## src/ecgr_pkg.sv

```systemverilog
// ----------------------------------------------------------------------------
// ecgr_pkg: shared types, constants and arithmetic for the R-peak detector
// Holds the controller states, the command/status bundles, the reset levels
// and the fixed-point averaging helpers.
// ----------------------------------------------------------------------------
`timescale 1ns / 1ps

package ecgr_pkg;

   localparam int SAMPLE_W = 16;
   localparam int RR_W     = 16;

   localparam int PEAK_DEPTH_DEF = 128;
   localparam int AVG_LEN_DEF    = 8;

   // Reset levels
   localparam logic signed [SAMPLE_W-1:0] SIGNAL_RST = 16'sd4500;
   localparam logic signed [SAMPLE_W-1:0] NOISE_RST  = 16'sd2000;
   localparam logic signed [SAMPLE_W-1:0] TH_MAIN_RST = 16'sd2300;
   localparam logic signed [SAMPLE_W-1:0] TH_SRCH_RST = 16'sd1300;
   localparam logic [RR_W-1:0] RR_AVG_RST  = 16'd160;
   localparam logic [RR_W-1:0] RR_LAST_RST = 16'd160;
   localparam logic [RR_W-1:0] RR_LOW_RST  = 16'd120;
   localparam logic [RR_W-1:0] RR_HIGH_RST = 16'd246;
   localparam logic [RR_W-1:0] RR_MISS_RST = 16'd352;
   localparam logic [RR_W-1:0] RR_MAX      = 16'hFFFF;

   // Q8 ratios 0.92, 1.16, 1.66
   localparam logic [8:0] Q8_LOW  = 9'd236;
   localparam logic [8:0] Q8_HIGH = 9'd297;
   localparam logic [8:0] Q8_MISS = 9'd425;

   typedef enum logic [3:0] {
      ST_IDLE,
      ST_CLASSIFY,
      ST_SCAN,
      ST_SCAN_WAIT,
      ST_SCAN_DECIDE,
      ST_REGULAR,
      ST_LATE,
      ST_NOISE,
      ST_LIM_LOW,
      ST_LIM_HIGH,
      ST_LIM_MISS,
      ST_THRESH,
      ST_FINISH
   } state_type;

   typedef enum logic [1:0] {
      LIM_LOW,
      LIM_HIGH,
      LIM_MISS
   } lim_sel_type;

   typedef struct packed {
      logic        accept;
      logic        classify;
      logic        scan_step;
      logic        regular_upd;
      logic        late_upd;
      logic        noise_upd;
      logic        lim_write;
      lim_sel_type lim_sel;
      logic        thresh_write;
      logic        finish;
   } ctrl_cmd_type;

   typedef struct packed {
      logic is_peak;
      logic above_main;
      logic in_limits;
      logic below_miss;
      logic scan_last;
      logic hit;
   } ctrl_status_type;

   // (peak + 7*level) / 8, truncating toward zero
   function automatic logic signed [SAMPLE_W-1:0] avg_eighth(
      input logic signed [SAMPLE_W-1:0] pk,
      input logic signed [SAMPLE_W-1:0] lvl
   );
      logic signed [SAMPLE_W+3:0] p;
      logic signed [SAMPLE_W+3:0] l;
      logic signed [SAMPLE_W+3:0] v;
      p = (SAMPLE_W+4)'(pk);
      l = (SAMPLE_W+4)'(lvl);
      v = p + (l <<< 3) - l;
      if (v < 0) begin
         v = v + (SAMPLE_W+4)'(7);
      end
      return v[SAMPLE_W+2:3];
   endfunction

   // (peak + 3*level) / 4, truncating toward zero
   function automatic logic signed [SAMPLE_W-1:0] avg_quarter(
      input logic signed [SAMPLE_W-1:0] pk,
      input logic signed [SAMPLE_W-1:0] lvl
   );
      logic signed [SAMPLE_W+2:0] p;
      logic signed [SAMPLE_W+2:0] l;
      logic signed [SAMPLE_W+2:0] v;
      p = (SAMPLE_W+3)'(pk);
      l = (SAMPLE_W+3)'(lvl);
      v = p + (l <<< 1) + l;
      if (v < 0) begin
         v = v + (SAMPLE_W+3)'(3);
      end
      return v[SAMPLE_W+1:2];
   endfunction

endpackage

```

## src/ecgr_ctrl.sv

```systemverilog
// ----------------------------------------------------------------------------
// ecgr_ctrl: sequencing controller
// Steps each word through classify, search back, level, limit and threshold
// updates, and owns the handshake and the result valid flag.
// ----------------------------------------------------------------------------
`timescale 1ns / 1ps

module ecgr_ctrl (
   input  logic                     clock,
   input  logic                     reset,
   input  logic                     req_valid,
   output logic                     req_ready,
   output logic                     rsp_valid,
   input  logic                     rsp_ready,
   output ecgr_pkg::ctrl_cmd_type    cmd,
   input  ecgr_pkg::ctrl_status_type sts
);

   ecgr_pkg::state_type state_ff, state_in;
   logic rsp_valid_ff, rsp_valid_in;
   logic out_free;

   assign out_free  = !rsp_valid_ff || rsp_ready;
   assign rsp_valid = rsp_valid_ff;

   // State and result-valid registers
   always_ff @(posedge clock) begin
      if (reset) begin
         state_ff     <= ecgr_pkg::ST_IDLE;
         rsp_valid_ff <= 1'b0;
      end else begin
         state_ff     <= state_in;
         rsp_valid_ff <= rsp_valid_in;
      end
   end

   // Next state and commands
   always_comb begin
      state_in     = state_ff;
      cmd          = '0;
      cmd.lim_sel  = ecgr_pkg::LIM_LOW;
      req_ready    = 1'b0;
      rsp_valid_in = rsp_valid_ff && !rsp_ready;
      unique case (state_ff)
         ecgr_pkg::ST_IDLE: begin
            req_ready = 1'b1;
            if (req_valid) begin
               cmd.accept = 1'b1;
               state_in   = ecgr_pkg::ST_CLASSIFY;
            end
         end
         ecgr_pkg::ST_CLASSIFY: begin
            cmd.classify = 1'b1;
            if (!sts.is_peak) begin
               state_in = ecgr_pkg::ST_FINISH;
            end else if (!sts.above_main) begin
               state_in = ecgr_pkg::ST_NOISE;
            end else if (sts.in_limits) begin
               state_in = ecgr_pkg::ST_REGULAR;
            end else if (sts.below_miss) begin
               state_in = ecgr_pkg::ST_SCAN;
            end else begin
               state_in = ecgr_pkg::ST_FINISH;
            end
         end
         ecgr_pkg::ST_SCAN: begin
            cmd.scan_step = 1'b1;
            if (sts.scan_last) begin
               state_in = ecgr_pkg::ST_SCAN_WAIT;
            end
         end
         ecgr_pkg::ST_SCAN_WAIT: begin
            state_in = ecgr_pkg::ST_SCAN_DECIDE;
         end
         ecgr_pkg::ST_SCAN_DECIDE: begin
            state_in = sts.hit ? ecgr_pkg::ST_LATE : ecgr_pkg::ST_FINISH;
         end
         ecgr_pkg::ST_REGULAR: begin
            cmd.regular_upd = 1'b1;
            state_in        = ecgr_pkg::ST_LIM_LOW;
         end
         ecgr_pkg::ST_LATE: begin
            cmd.late_upd = 1'b1;
            state_in     = ecgr_pkg::ST_LIM_LOW;
         end
         ecgr_pkg::ST_NOISE: begin
            cmd.noise_upd = 1'b1;
            state_in      = ecgr_pkg::ST_THRESH;
         end
         ecgr_pkg::ST_LIM_LOW: begin
            cmd.lim_write = 1'b1;
            cmd.lim_sel   = ecgr_pkg::LIM_LOW;
            state_in      = ecgr_pkg::ST_LIM_HIGH;
         end
         ecgr_pkg::ST_LIM_HIGH: begin
            cmd.lim_write = 1'b1;
            cmd.lim_sel   = ecgr_pkg::LIM_HIGH;
            state_in      = ecgr_pkg::ST_LIM_MISS;
         end
         ecgr_pkg::ST_LIM_MISS: begin
            cmd.lim_write = 1'b1;
            cmd.lim_sel   = ecgr_pkg::LIM_MISS;
            state_in      = ecgr_pkg::ST_THRESH;
         end
         ecgr_pkg::ST_THRESH: begin
            cmd.thresh_write = 1'b1;
            state_in         = ecgr_pkg::ST_FINISH;
         end
         ecgr_pkg::ST_FINISH: begin
            // hold until the result register is free
            if (out_free) begin
               cmd.finish   = 1'b1;
               rsp_valid_in = 1'b1;
               state_in     = ecgr_pkg::ST_IDLE;
            end
         end
         default: begin
            state_in = ecgr_pkg::ST_IDLE;
         end
      endcase
   end

endmodule

```

## src/ecgr_datapath.sv

```systemverilog
// ----------------------------------------------------------------------------
// ecgr_datapath: window, peak ring and detector levels
// Finds local peaks, keeps the peak ring with its valid bits, scans it one
// entry a cycle, and updates levels, RR average, limits and thresholds.
// ----------------------------------------------------------------------------
`timescale 1ns / 1ps

module ecgr_datapath #(
   parameter int PEAK_DEPTH = ecgr_pkg::PEAK_DEPTH_DEF,
   parameter int AVG_LEN    = ecgr_pkg::AVG_LEN_DEF
) (
   input  logic                                  clock,
   input  logic                                  reset,
   input  logic signed [ecgr_pkg::SAMPLE_W-1:0]  req_sample,
   input  ecgr_pkg::ctrl_cmd_type                 cmd,
   output ecgr_pkg::ctrl_status_type              sts,
   output logic                                  rsp_detected,
   output logic                                  rsp_late_accept,
   output logic signed [ecgr_pkg::SAMPLE_W-1:0]  rsp_peak_value,
   output logic [ecgr_pkg::RR_W-1:0]             rsp_rr_interval
);

   localparam int IDX_W = $clog2(PEAK_DEPTH);
   localparam int SW    = ecgr_pkg::SAMPLE_W;
   localparam int RW    = ecgr_pkg::RR_W;
   localparam logic [IDX_W-1:0] IDX_LAST = IDX_W'(PEAK_DEPTH - 1);

   // window and current item
   logic signed [SW-1:0] win1_ff, win2_ff;
   logic signed [SW-1:0] pk_ff;
   logic                 is_peak_ff;
   logic                 peak_now;
   logic [RW-1:0]        rr_ff;
   logic                 det_ff, late_ff;

   // detector state
   logic [RW-1:0]        interval_ff;
   logic signed [SW-1:0] signal_ff, noise_ff, th_main_ff, th_srch_ff;
   logic [RW-1:0]        rr_avg_ff, rr_last_ff, rr_low_ff, rr_high_ff, rr_miss_ff;

   // peak ring
   logic signed [SW-1:0] ring_mem [PEAK_DEPTH];
   logic [PEAK_DEPTH-1:0] ring_valid_ff;
   logic [IDX_W-1:0]     wr_idx_ff;
   logic [IDX_W-1:0]     scan_idx_ff;
   logic signed [SW-1:0] rd_data_ff;
   logic                 rd_valid_ff;
   logic                 rd_pending_ff;
   logic                 hit_ff;
   logic signed [SW-1:0] rd_entry;

   // arithmetic
   logic signed [RW+1:0] avg_sum;
   logic [RW-1:0]        avg_new;
   logic [8:0]           ratio;
   logic [RW+8:0]        prod;
   logic [RW-1:0]        lim_new;
   logic signed [SW+1:0] th_sum;
   logic signed [SW-1:0] th_main_new, th_main_adj, th_srch_new;

   assign peak_now = (win2_ff < win1_ff) && (win1_ff > req_sample);
   assign rd_entry = rd_valid_ff ? rd_data_ff : '0;

   // status toward the controller
   assign sts.is_peak    = is_peak_ff;
   assign sts.above_main = pk_ff > th_main_ff;
   assign sts.in_limits  = (rr_low_ff < interval_ff) && (interval_ff < rr_high_ff);
   assign sts.below_miss = interval_ff < rr_miss_ff;
   assign sts.scan_last  = scan_idx_ff == IDX_LAST;
   assign sts.hit        = hit_ff;

   // RR average with saturation
   always_comb begin
      avg_sum = (RW+2)'(rr_avg_ff) - (RW+2)'(RW'(rr_last_ff / AVG_LEN))
              + (RW+2)'(RW'(rr_ff / AVG_LEN));
      if (avg_sum < 0) begin
         avg_new = '0;
      end else if (avg_sum > (RW+2)'(ecgr_pkg::RR_MAX)) begin
         avg_new = ecgr_pkg::RR_MAX;
      end else begin
         avg_new = avg_sum[RW-1:0];
      end
   end

   // shared limit multiplier
   always_comb begin
      case (cmd.lim_sel)
         ecgr_pkg::LIM_HIGH: ratio = ecgr_pkg::Q8_HIGH;
         ecgr_pkg::LIM_MISS: ratio = ecgr_pkg::Q8_MISS;
         default:            ratio = ecgr_pkg::Q8_LOW;
      endcase
      prod = (RW+9)'(rr_avg_ff) * (RW+9)'(ratio);
      if (prod[RW+8:RW+8] != 1'b0 || prod[RW+7:8] > (RW)'(ecgr_pkg::RR_MAX)) begin
         lim_new = ecgr_pkg::RR_MAX;
      end else begin
         lim_new = prod[RW+7:8];
      end
   end

   // thresholds: (3*noise + signal)/4 and half of that, toward zero
   always_comb begin
      th_sum = (SW+2)'(noise_ff) + ((SW+2)'(noise_ff) <<< 1) + (SW+2)'(signal_ff);
      if (th_sum < 0) begin
         th_sum = th_sum + (SW+2)'(3);
      end
      th_main_new = th_sum[SW+1:2];
      th_main_adj = th_main_new + SW'(th_main_new < 0);
      th_srch_new = {th_main_adj[SW-1], th_main_adj[SW-1:1]};
   end

   // control and detector state
   always_ff @(posedge clock) begin
      if (reset) begin
         win1_ff       <= '0;
         win2_ff       <= '0;
         is_peak_ff    <= 1'b0;
         det_ff        <= 1'b0;
         late_ff       <= 1'b0;
         interval_ff   <= '0;
         signal_ff     <= ecgr_pkg::SIGNAL_RST;
         noise_ff      <= ecgr_pkg::NOISE_RST;
         th_main_ff    <= ecgr_pkg::TH_MAIN_RST;
         th_srch_ff    <= ecgr_pkg::TH_SRCH_RST;
         rr_avg_ff     <= ecgr_pkg::RR_AVG_RST;
         rr_last_ff    <= ecgr_pkg::RR_LAST_RST;
         rr_low_ff     <= ecgr_pkg::RR_LOW_RST;
         rr_high_ff    <= ecgr_pkg::RR_HIGH_RST;
         rr_miss_ff    <= ecgr_pkg::RR_MISS_RST;
         ring_valid_ff <= '0;
         wr_idx_ff     <= '0;
         scan_idx_ff   <= '0;
         rd_valid_ff   <= 1'b0;
         rd_pending_ff <= 1'b0;
         hit_ff        <= 1'b0;
      end else begin
         rd_pending_ff <= cmd.scan_step;
         // take the word, shift the window, mark the ring slot
         if (cmd.accept) begin
            win2_ff    <= win1_ff;
            win1_ff    <= req_sample;
            pk_ff      <= win1_ff;
            is_peak_ff <= peak_now;
            det_ff     <= 1'b0;
            late_ff    <= 1'b0;
            rr_ff      <= '0;
            if (peak_now) begin
               ring_valid_ff[wr_idx_ff] <= 1'b1;
            end
         end
         // take the interval at an above-threshold peak
         if (cmd.classify) begin
            scan_idx_ff <= '0;
            hit_ff      <= 1'b0;
            if (is_peak_ff && sts.above_main) begin
               rr_ff       <= interval_ff;
               interval_ff <= '0;
            end
         end
         // search back, one entry a cycle
         if (cmd.scan_step) begin
            rd_valid_ff <= ring_valid_ff[scan_idx_ff];
            if (scan_idx_ff != IDX_LAST) begin
               scan_idx_ff <= scan_idx_ff + IDX_W'(1);
            end
         end
         if (rd_pending_ff && (rd_entry > th_srch_ff)) begin
            hit_ff <= 1'b1;
         end
         if (cmd.regular_upd) begin
            signal_ff  <= ecgr_pkg::avg_eighth(pk_ff, signal_ff);
            rr_avg_ff  <= avg_new;
            rr_last_ff <= rr_ff;
            det_ff     <= 1'b1;
            wr_idx_ff  <= (wr_idx_ff == IDX_LAST) ? '0 : wr_idx_ff + IDX_W'(1);
         end
         if (cmd.late_upd) begin
            signal_ff <= ecgr_pkg::avg_quarter(pk_ff, signal_ff);
            late_ff   <= 1'b1;
         end
         if (cmd.noise_upd) begin
            noise_ff <= ecgr_pkg::avg_eighth(pk_ff, noise_ff);
         end
         if (cmd.lim_write) begin
            case (cmd.lim_sel)
               ecgr_pkg::LIM_HIGH: rr_high_ff <= lim_new;
               ecgr_pkg::LIM_MISS: rr_miss_ff <= lim_new;
               default:            rr_low_ff  <= lim_new;
            endcase
         end
         if (cmd.thresh_write) begin
            th_main_ff <= th_main_new;
            th_srch_ff <= th_srch_new;
         end
         // close the word: advance ring slot and interval
         if (cmd.finish) begin
            if (is_peak_ff) begin
               wr_idx_ff <= (wr_idx_ff == IDX_LAST) ? '0 : wr_idx_ff + IDX_W'(1);
            end
            if (interval_ff != ecgr_pkg::RR_MAX) begin
               interval_ff <= interval_ff + RW'(1);
            end
         end
      end
   end

   // peak ring storage
   always_ff @(posedge clock) begin
      if (cmd.accept && peak_now) begin
         ring_mem[wr_idx_ff] <= win1_ff;
      end
      if (cmd.scan_step) begin
         rd_data_ff <= ring_mem[scan_idx_ff];
      end
   end

   // result register
   always_ff @(posedge clock) begin
      if (cmd.finish) begin
         rsp_detected    <= det_ff;
         rsp_late_accept <= late_ff;
         rsp_peak_value  <= is_peak_ff ? pk_ff : '0;
         rsp_rr_interval <= (det_ff || late_ff) ? rr_ff : '0;
      end
   end

endmodule

```

## src/ecg_r_peak_detector.sv

```systemverilog
// A word with no peak, or with a peak past the miss limit, goes from classify
// to finish; a noise peak passes the noise update and threshold; a regular R
// peak the regular update, low, high and miss limit writes and threshold; the
// search back reads the ring one entry a cycle, then finishes (no hit) or runs
// the late update, limits and threshold. One word at a time: the next word is
// taken in idle after the previous result is registered, while it may still wait.
// ----------------------------------------------------------------------------
// ecg_r_peak_detector: R-peak detection top level
// Joins the sequencing controller and the detector datapath.
// ----------------------------------------------------------------------------
`timescale 1ns / 1ps

module ecg_r_peak_detector #(
   parameter int PEAK_DEPTH = ecgr_pkg::PEAK_DEPTH_DEF,
   parameter int AVG_LEN    = ecgr_pkg::AVG_LEN_DEF
) (
   input  logic                                  clock,
   input  logic                                  reset,
   input  logic                                  req_valid,
   output logic                                  req_ready,
   input  logic signed [ecgr_pkg::SAMPLE_W-1:0]  req_sample,
   output logic                                  rsp_valid,
   input  logic                                  rsp_ready,
   output logic                                  rsp_detected,
   output logic                                  rsp_late_accept,
   output logic signed [ecgr_pkg::SAMPLE_W-1:0]  rsp_peak_value,
   output logic [ecgr_pkg::RR_W-1:0]             rsp_rr_interval
);

   ecgr_pkg::ctrl_cmd_type    cmd;
   ecgr_pkg::ctrl_status_type sts;

   ecgr_ctrl u_ctrl (
      .clock     (clock),
      .reset     (reset),
      .req_valid (req_valid),
      .req_ready (req_ready),
      .rsp_valid (rsp_valid),
      .rsp_ready (rsp_ready),
      .cmd       (cmd),
      .sts       (sts)
   );

   ecgr_datapath #(
      .PEAK_DEPTH (PEAK_DEPTH),
      .AVG_LEN    (AVG_LEN)
   ) u_datapath (
      .clock           (clock),
      .reset           (reset),
      .req_sample      (req_sample),
      .cmd             (cmd),
      .sts             (sts),
      .rsp_detected    (rsp_detected),
      .rsp_late_accept (rsp_late_accept),
      .rsp_peak_value  (rsp_peak_value),
      .rsp_rr_interval (rsp_rr_interval)
   );

   // one word in flight: no back-to-back accepts
   assert property (@(posedge clock) disable iff (reset)
      (req_valid && req_ready) |=> !req_ready)
      else $error("second word accepted while one is in flight");

   // a word is never both a regular and a late detection
   assert property (@(posedge clock) disable iff (reset)
      rsp_valid |-> !(rsp_detected && rsp_late_accept))
      else $error("regular and late detection set together");

   // the interval is reported only with a detection
   assert property (@(posedge clock) disable iff (reset)
      (rsp_valid && !rsp_detected && !rsp_late_accept) |-> (rsp_rr_interval == '0))
      else $error("interval reported without a detection");

endmodule

```

## config.mk

```make
export PLATFORM = sky130hd
export DESIGN_NAME = ecg_r_peak_detector
export DESIGN_NICKNAME = d
export VERILOG_FILES = /design/src/ecgr_pkg.sv /design/src/ecgr_ctrl.sv /design/src/ecgr_datapath.sv /design/src/ecg_r_peak_detector.sv
export SDC_FILE = /design/constraint.sdc
export NUM_CORES = 2
export LEC_CHECK = 0
export BUFFER_PORTS_ARGS = -buffer_cell sky130_fd_sc_hd__buf_4
export CAP_MARGIN = 20
export CELL_PAD_IN_SITES_DETAIL_PLACEMENT = 1
export CELL_PAD_IN_SITES_GLOBAL_PLACEMENT = 2
export CORE_MARGIN = 4
export CORE_UTILIZATION = 30
export DETAILED_ROUTE_END_ITERATION = 7
export PLACE_DENSITY = 0.52
export SYNTH_ARGS = -nofsm -noshare
export SYNTH_HDL_FRONTEND = slang
export SYNTH_HIERARCHICAL = 1
export SYNTH_SLANG_ARGS = --single-unit
```

## constraint.sdc

```tcl
create_clock -name clock -period 19.3 [get_ports clock]
set_input_delay 2.895 -clock clock [delete_from_list [all_inputs] [get_ports clock]]
set_output_delay 2.895 -clock clock [all_outputs]
set_load 0.02 [all_outputs]
```

==> impl_metrics.yaml <==
power_and_ir_drop:
  finalPower_uw: 14500
  power_leakage_uw: 0.0413
  ir_drop_uv: 78.0
  powerDensity_nw_per_um2: 116
cts:
  clock_path_buffers: 4
  cts_resized: 0
  numCtsBuffers: 290
  clock_latency_ns: 0.87
  post_cts_buffers: 0
  root_buffer: "clkbuf_16"
  cts.sinks: 2471
  h-tree-depth: 5
  tritoncts: "yes"
  path_clk_slew_ns: 0.06
  cts_hold_buffers: 0
floorplan:
  die_y_um: 611
  rows: 221
  pin_count: 56
  start_util: 0.301
  core_um2: 362000
  die_w_um: 611
  die_area_um2: 373000
final_layout:
  final_common_cell: "edfxtp_1"
  largest_reg_flops: 2048
  mostFrequentLayoutCells: "2130 x edfxtp_1, 696 x mux4_2, 393 x inv_1"
  final_nets: 7124
  utilization: 0.346
  area_growth_pct: 15.1
  post_route_cells_drive_above_1_share: 0.225
  largestRegisters: "u_datapath/ring_mem (2048), u_datapath/ring_valid_ff (128)"
  regMostFlops: "u_datapath/ring_mem"
  num-fill-cells: 36300
yosys:
  synthFlopType: "edfxtp_1"
  yosysWarnings: 6
  async_reset_ff_frac: 0
  synth_cells: 6483
  synth.avg_cell_area_um2: 16.8
  ys_types: 98
  synth-edff-count: 2130
  synth_area_um2: 109000
  ys_seq_area_frac: 0.649
  synth_seq_cells: 2471
routing:
  drt-total-wl_um: 328000
  vias: 59200
  first_pass_iters: 5
  avgViaCountPerCell: 5.05
  detail-route-antenna-nets: 0
  wl_per_cell_um: 28.0
  drt_iter0_markers: 4420
  drc: 0
timing:
  holdWs_ns: 0.450
  hold_viol_final: 0
  rsz0062_at_grt: "false"
  slew_violations: 0
  slew_headroom: 0.206
  finalSetupViolCount: 0
  worst_slew_pin_slew_ns: 1.19
  min_period_over_period: 0.363
  fin_skew_ns: 0.0554
  tns_ns: 0
  min_period_ns: 7.02
  max_freq_mhz: 143
  worst_slack_ns: 12.28
placement:
  dp_hpwl_um: 212000
  pre_cts_ws_ns: 11.50
  portBuffers: 55
  gp_congestion: 0.773
worst_setup_path:
  cp_max_fo: 16
  worst_setup_path_end_kind: "flop"
  ff2ff_setup_slack_ns: 12.28
  cp-start-kind: "flop"
  critPathKind: "reg -> reg"
  arrival_ns: 7.71
  required_ns: 19.99
min_path:
  hp-class: "reg -> reg"
global_route:
  first_global_vias: 63100
  antenna_found_initial: 38
  track_usage: 0.173
  grt_max_degree: 137
  overflow: 0
  grt_pass1_wl_um: 473000
job:
  cap_violations: 0
run_status:
  outcome: "finished, final reports clean"
-- layer usage --
metal,wire length (µm),GRT usage
met4,7120,0.0381
met1,151000,0.246
met3,12700,0.0217
met5,0,0
met2,157000,0.285
-- critical path, stage by stage, from the launching register on --
cell      delay, ns
dfxtp_1        0.56
nand2_1        0.27
nor2_1         0.33
ha_1           0.72
nand2b_1       0.22
fa_1           0.43
fa_1           0.51
fa_1           0.43
fa_1           0.49
inv_1          0.04
ha_1           0.30
nand4b_1       0.11
nor2_1         0.07
o31a_1         0.35
a41o_1         0.31
a41o_1         0.32
a32oi_2        0.39
mux2i_1        0.28
or2_2          0.31
o2111a_1       0.29
a21oi_1        0.10
-- Yosys cell counts (82+ instances only) --
cell	n	area share
a21oi_1	159	0.0073
mux4_2	696	0.14
ha_1	279	0.032
edfxtp_1	2130	0.59
inv_1	393	0.014
dfxtp_1	341	0.063
nor3_1	82	0.0038
nor2_1	374	0.013
mux2i_1	83	0.0076
o21ai_0	138	0.0063
nand2_1	187	0.0064
fa_1	132	0.024
clkbuf_1	239	0.0082
-- worst paths after layout --
| check | start | endpoint | cells past startpoint |
|---|---|---|---|
| max reg2reg | u_ctrl/state_ff[3] | u_datapath/rr_low_ff[13] | 20 |
| max | u_ctrl/state_ff[3] | u_datapath/rr_low_ff[13] | 20 |
| min reg2reg | u_datapath/ring_valid_ff[15] | u_datapath/ring_valid_ff[15] | 2 |
| min | u_datapath/ring_valid_ff[15] | u_datapath/ring_valid_ff[15] | 2 |
-- cell families (layout without fill, tap and decap cells) --
kind of cell,after synthesis,in the layout,share of synthesized area
compound gates,826,826,0.0531
xor+xnor,136,136,0.0109
fa+ha+maj,411,411,0.0563
buf+inv,721,1140,0.0253
flops,2471,2471,0.649
mux,798,798,0.153
other cells,2,25,0.0000689
simple gates,1118,1118,0.0516
-- where the power goes --
| part | internal, µW | leakage, µW | switching (µW) |
|---|---|---|---|
| sequential | 6100 | 0.0228 | 177 |
| clock | 3150 | 0.00447 | 2210 |
| combinational | 1030 | 0.0140 | 1870 |
| total | 10300 | 0.0413 | 4250 |
-- metrics by stage --
stage / std cells / area, µm²
finish: 11700 / 125000
detailed placement: 11200 / 116000
CTS: 11700 / 125000
global route: 11700 / 125000
floorplan: 6495 / 109000
global placement: 11200 / 116000
-- area by class of cell --
cell class,instances,area [µm²],area share
flip-flops and latches,2471,70900,0.565
multi-input cells,3303,35900,0.286
clock buffers,367,7760,0.0618
well taps,4794,6000,0.0478
repair buffers,230,1950,0.0155
inverters,397,1500,0.0119
clock inverters,146,1420,0.0113
diodes,11,27.5,0.000219
(Power assumes the default switching activity.)
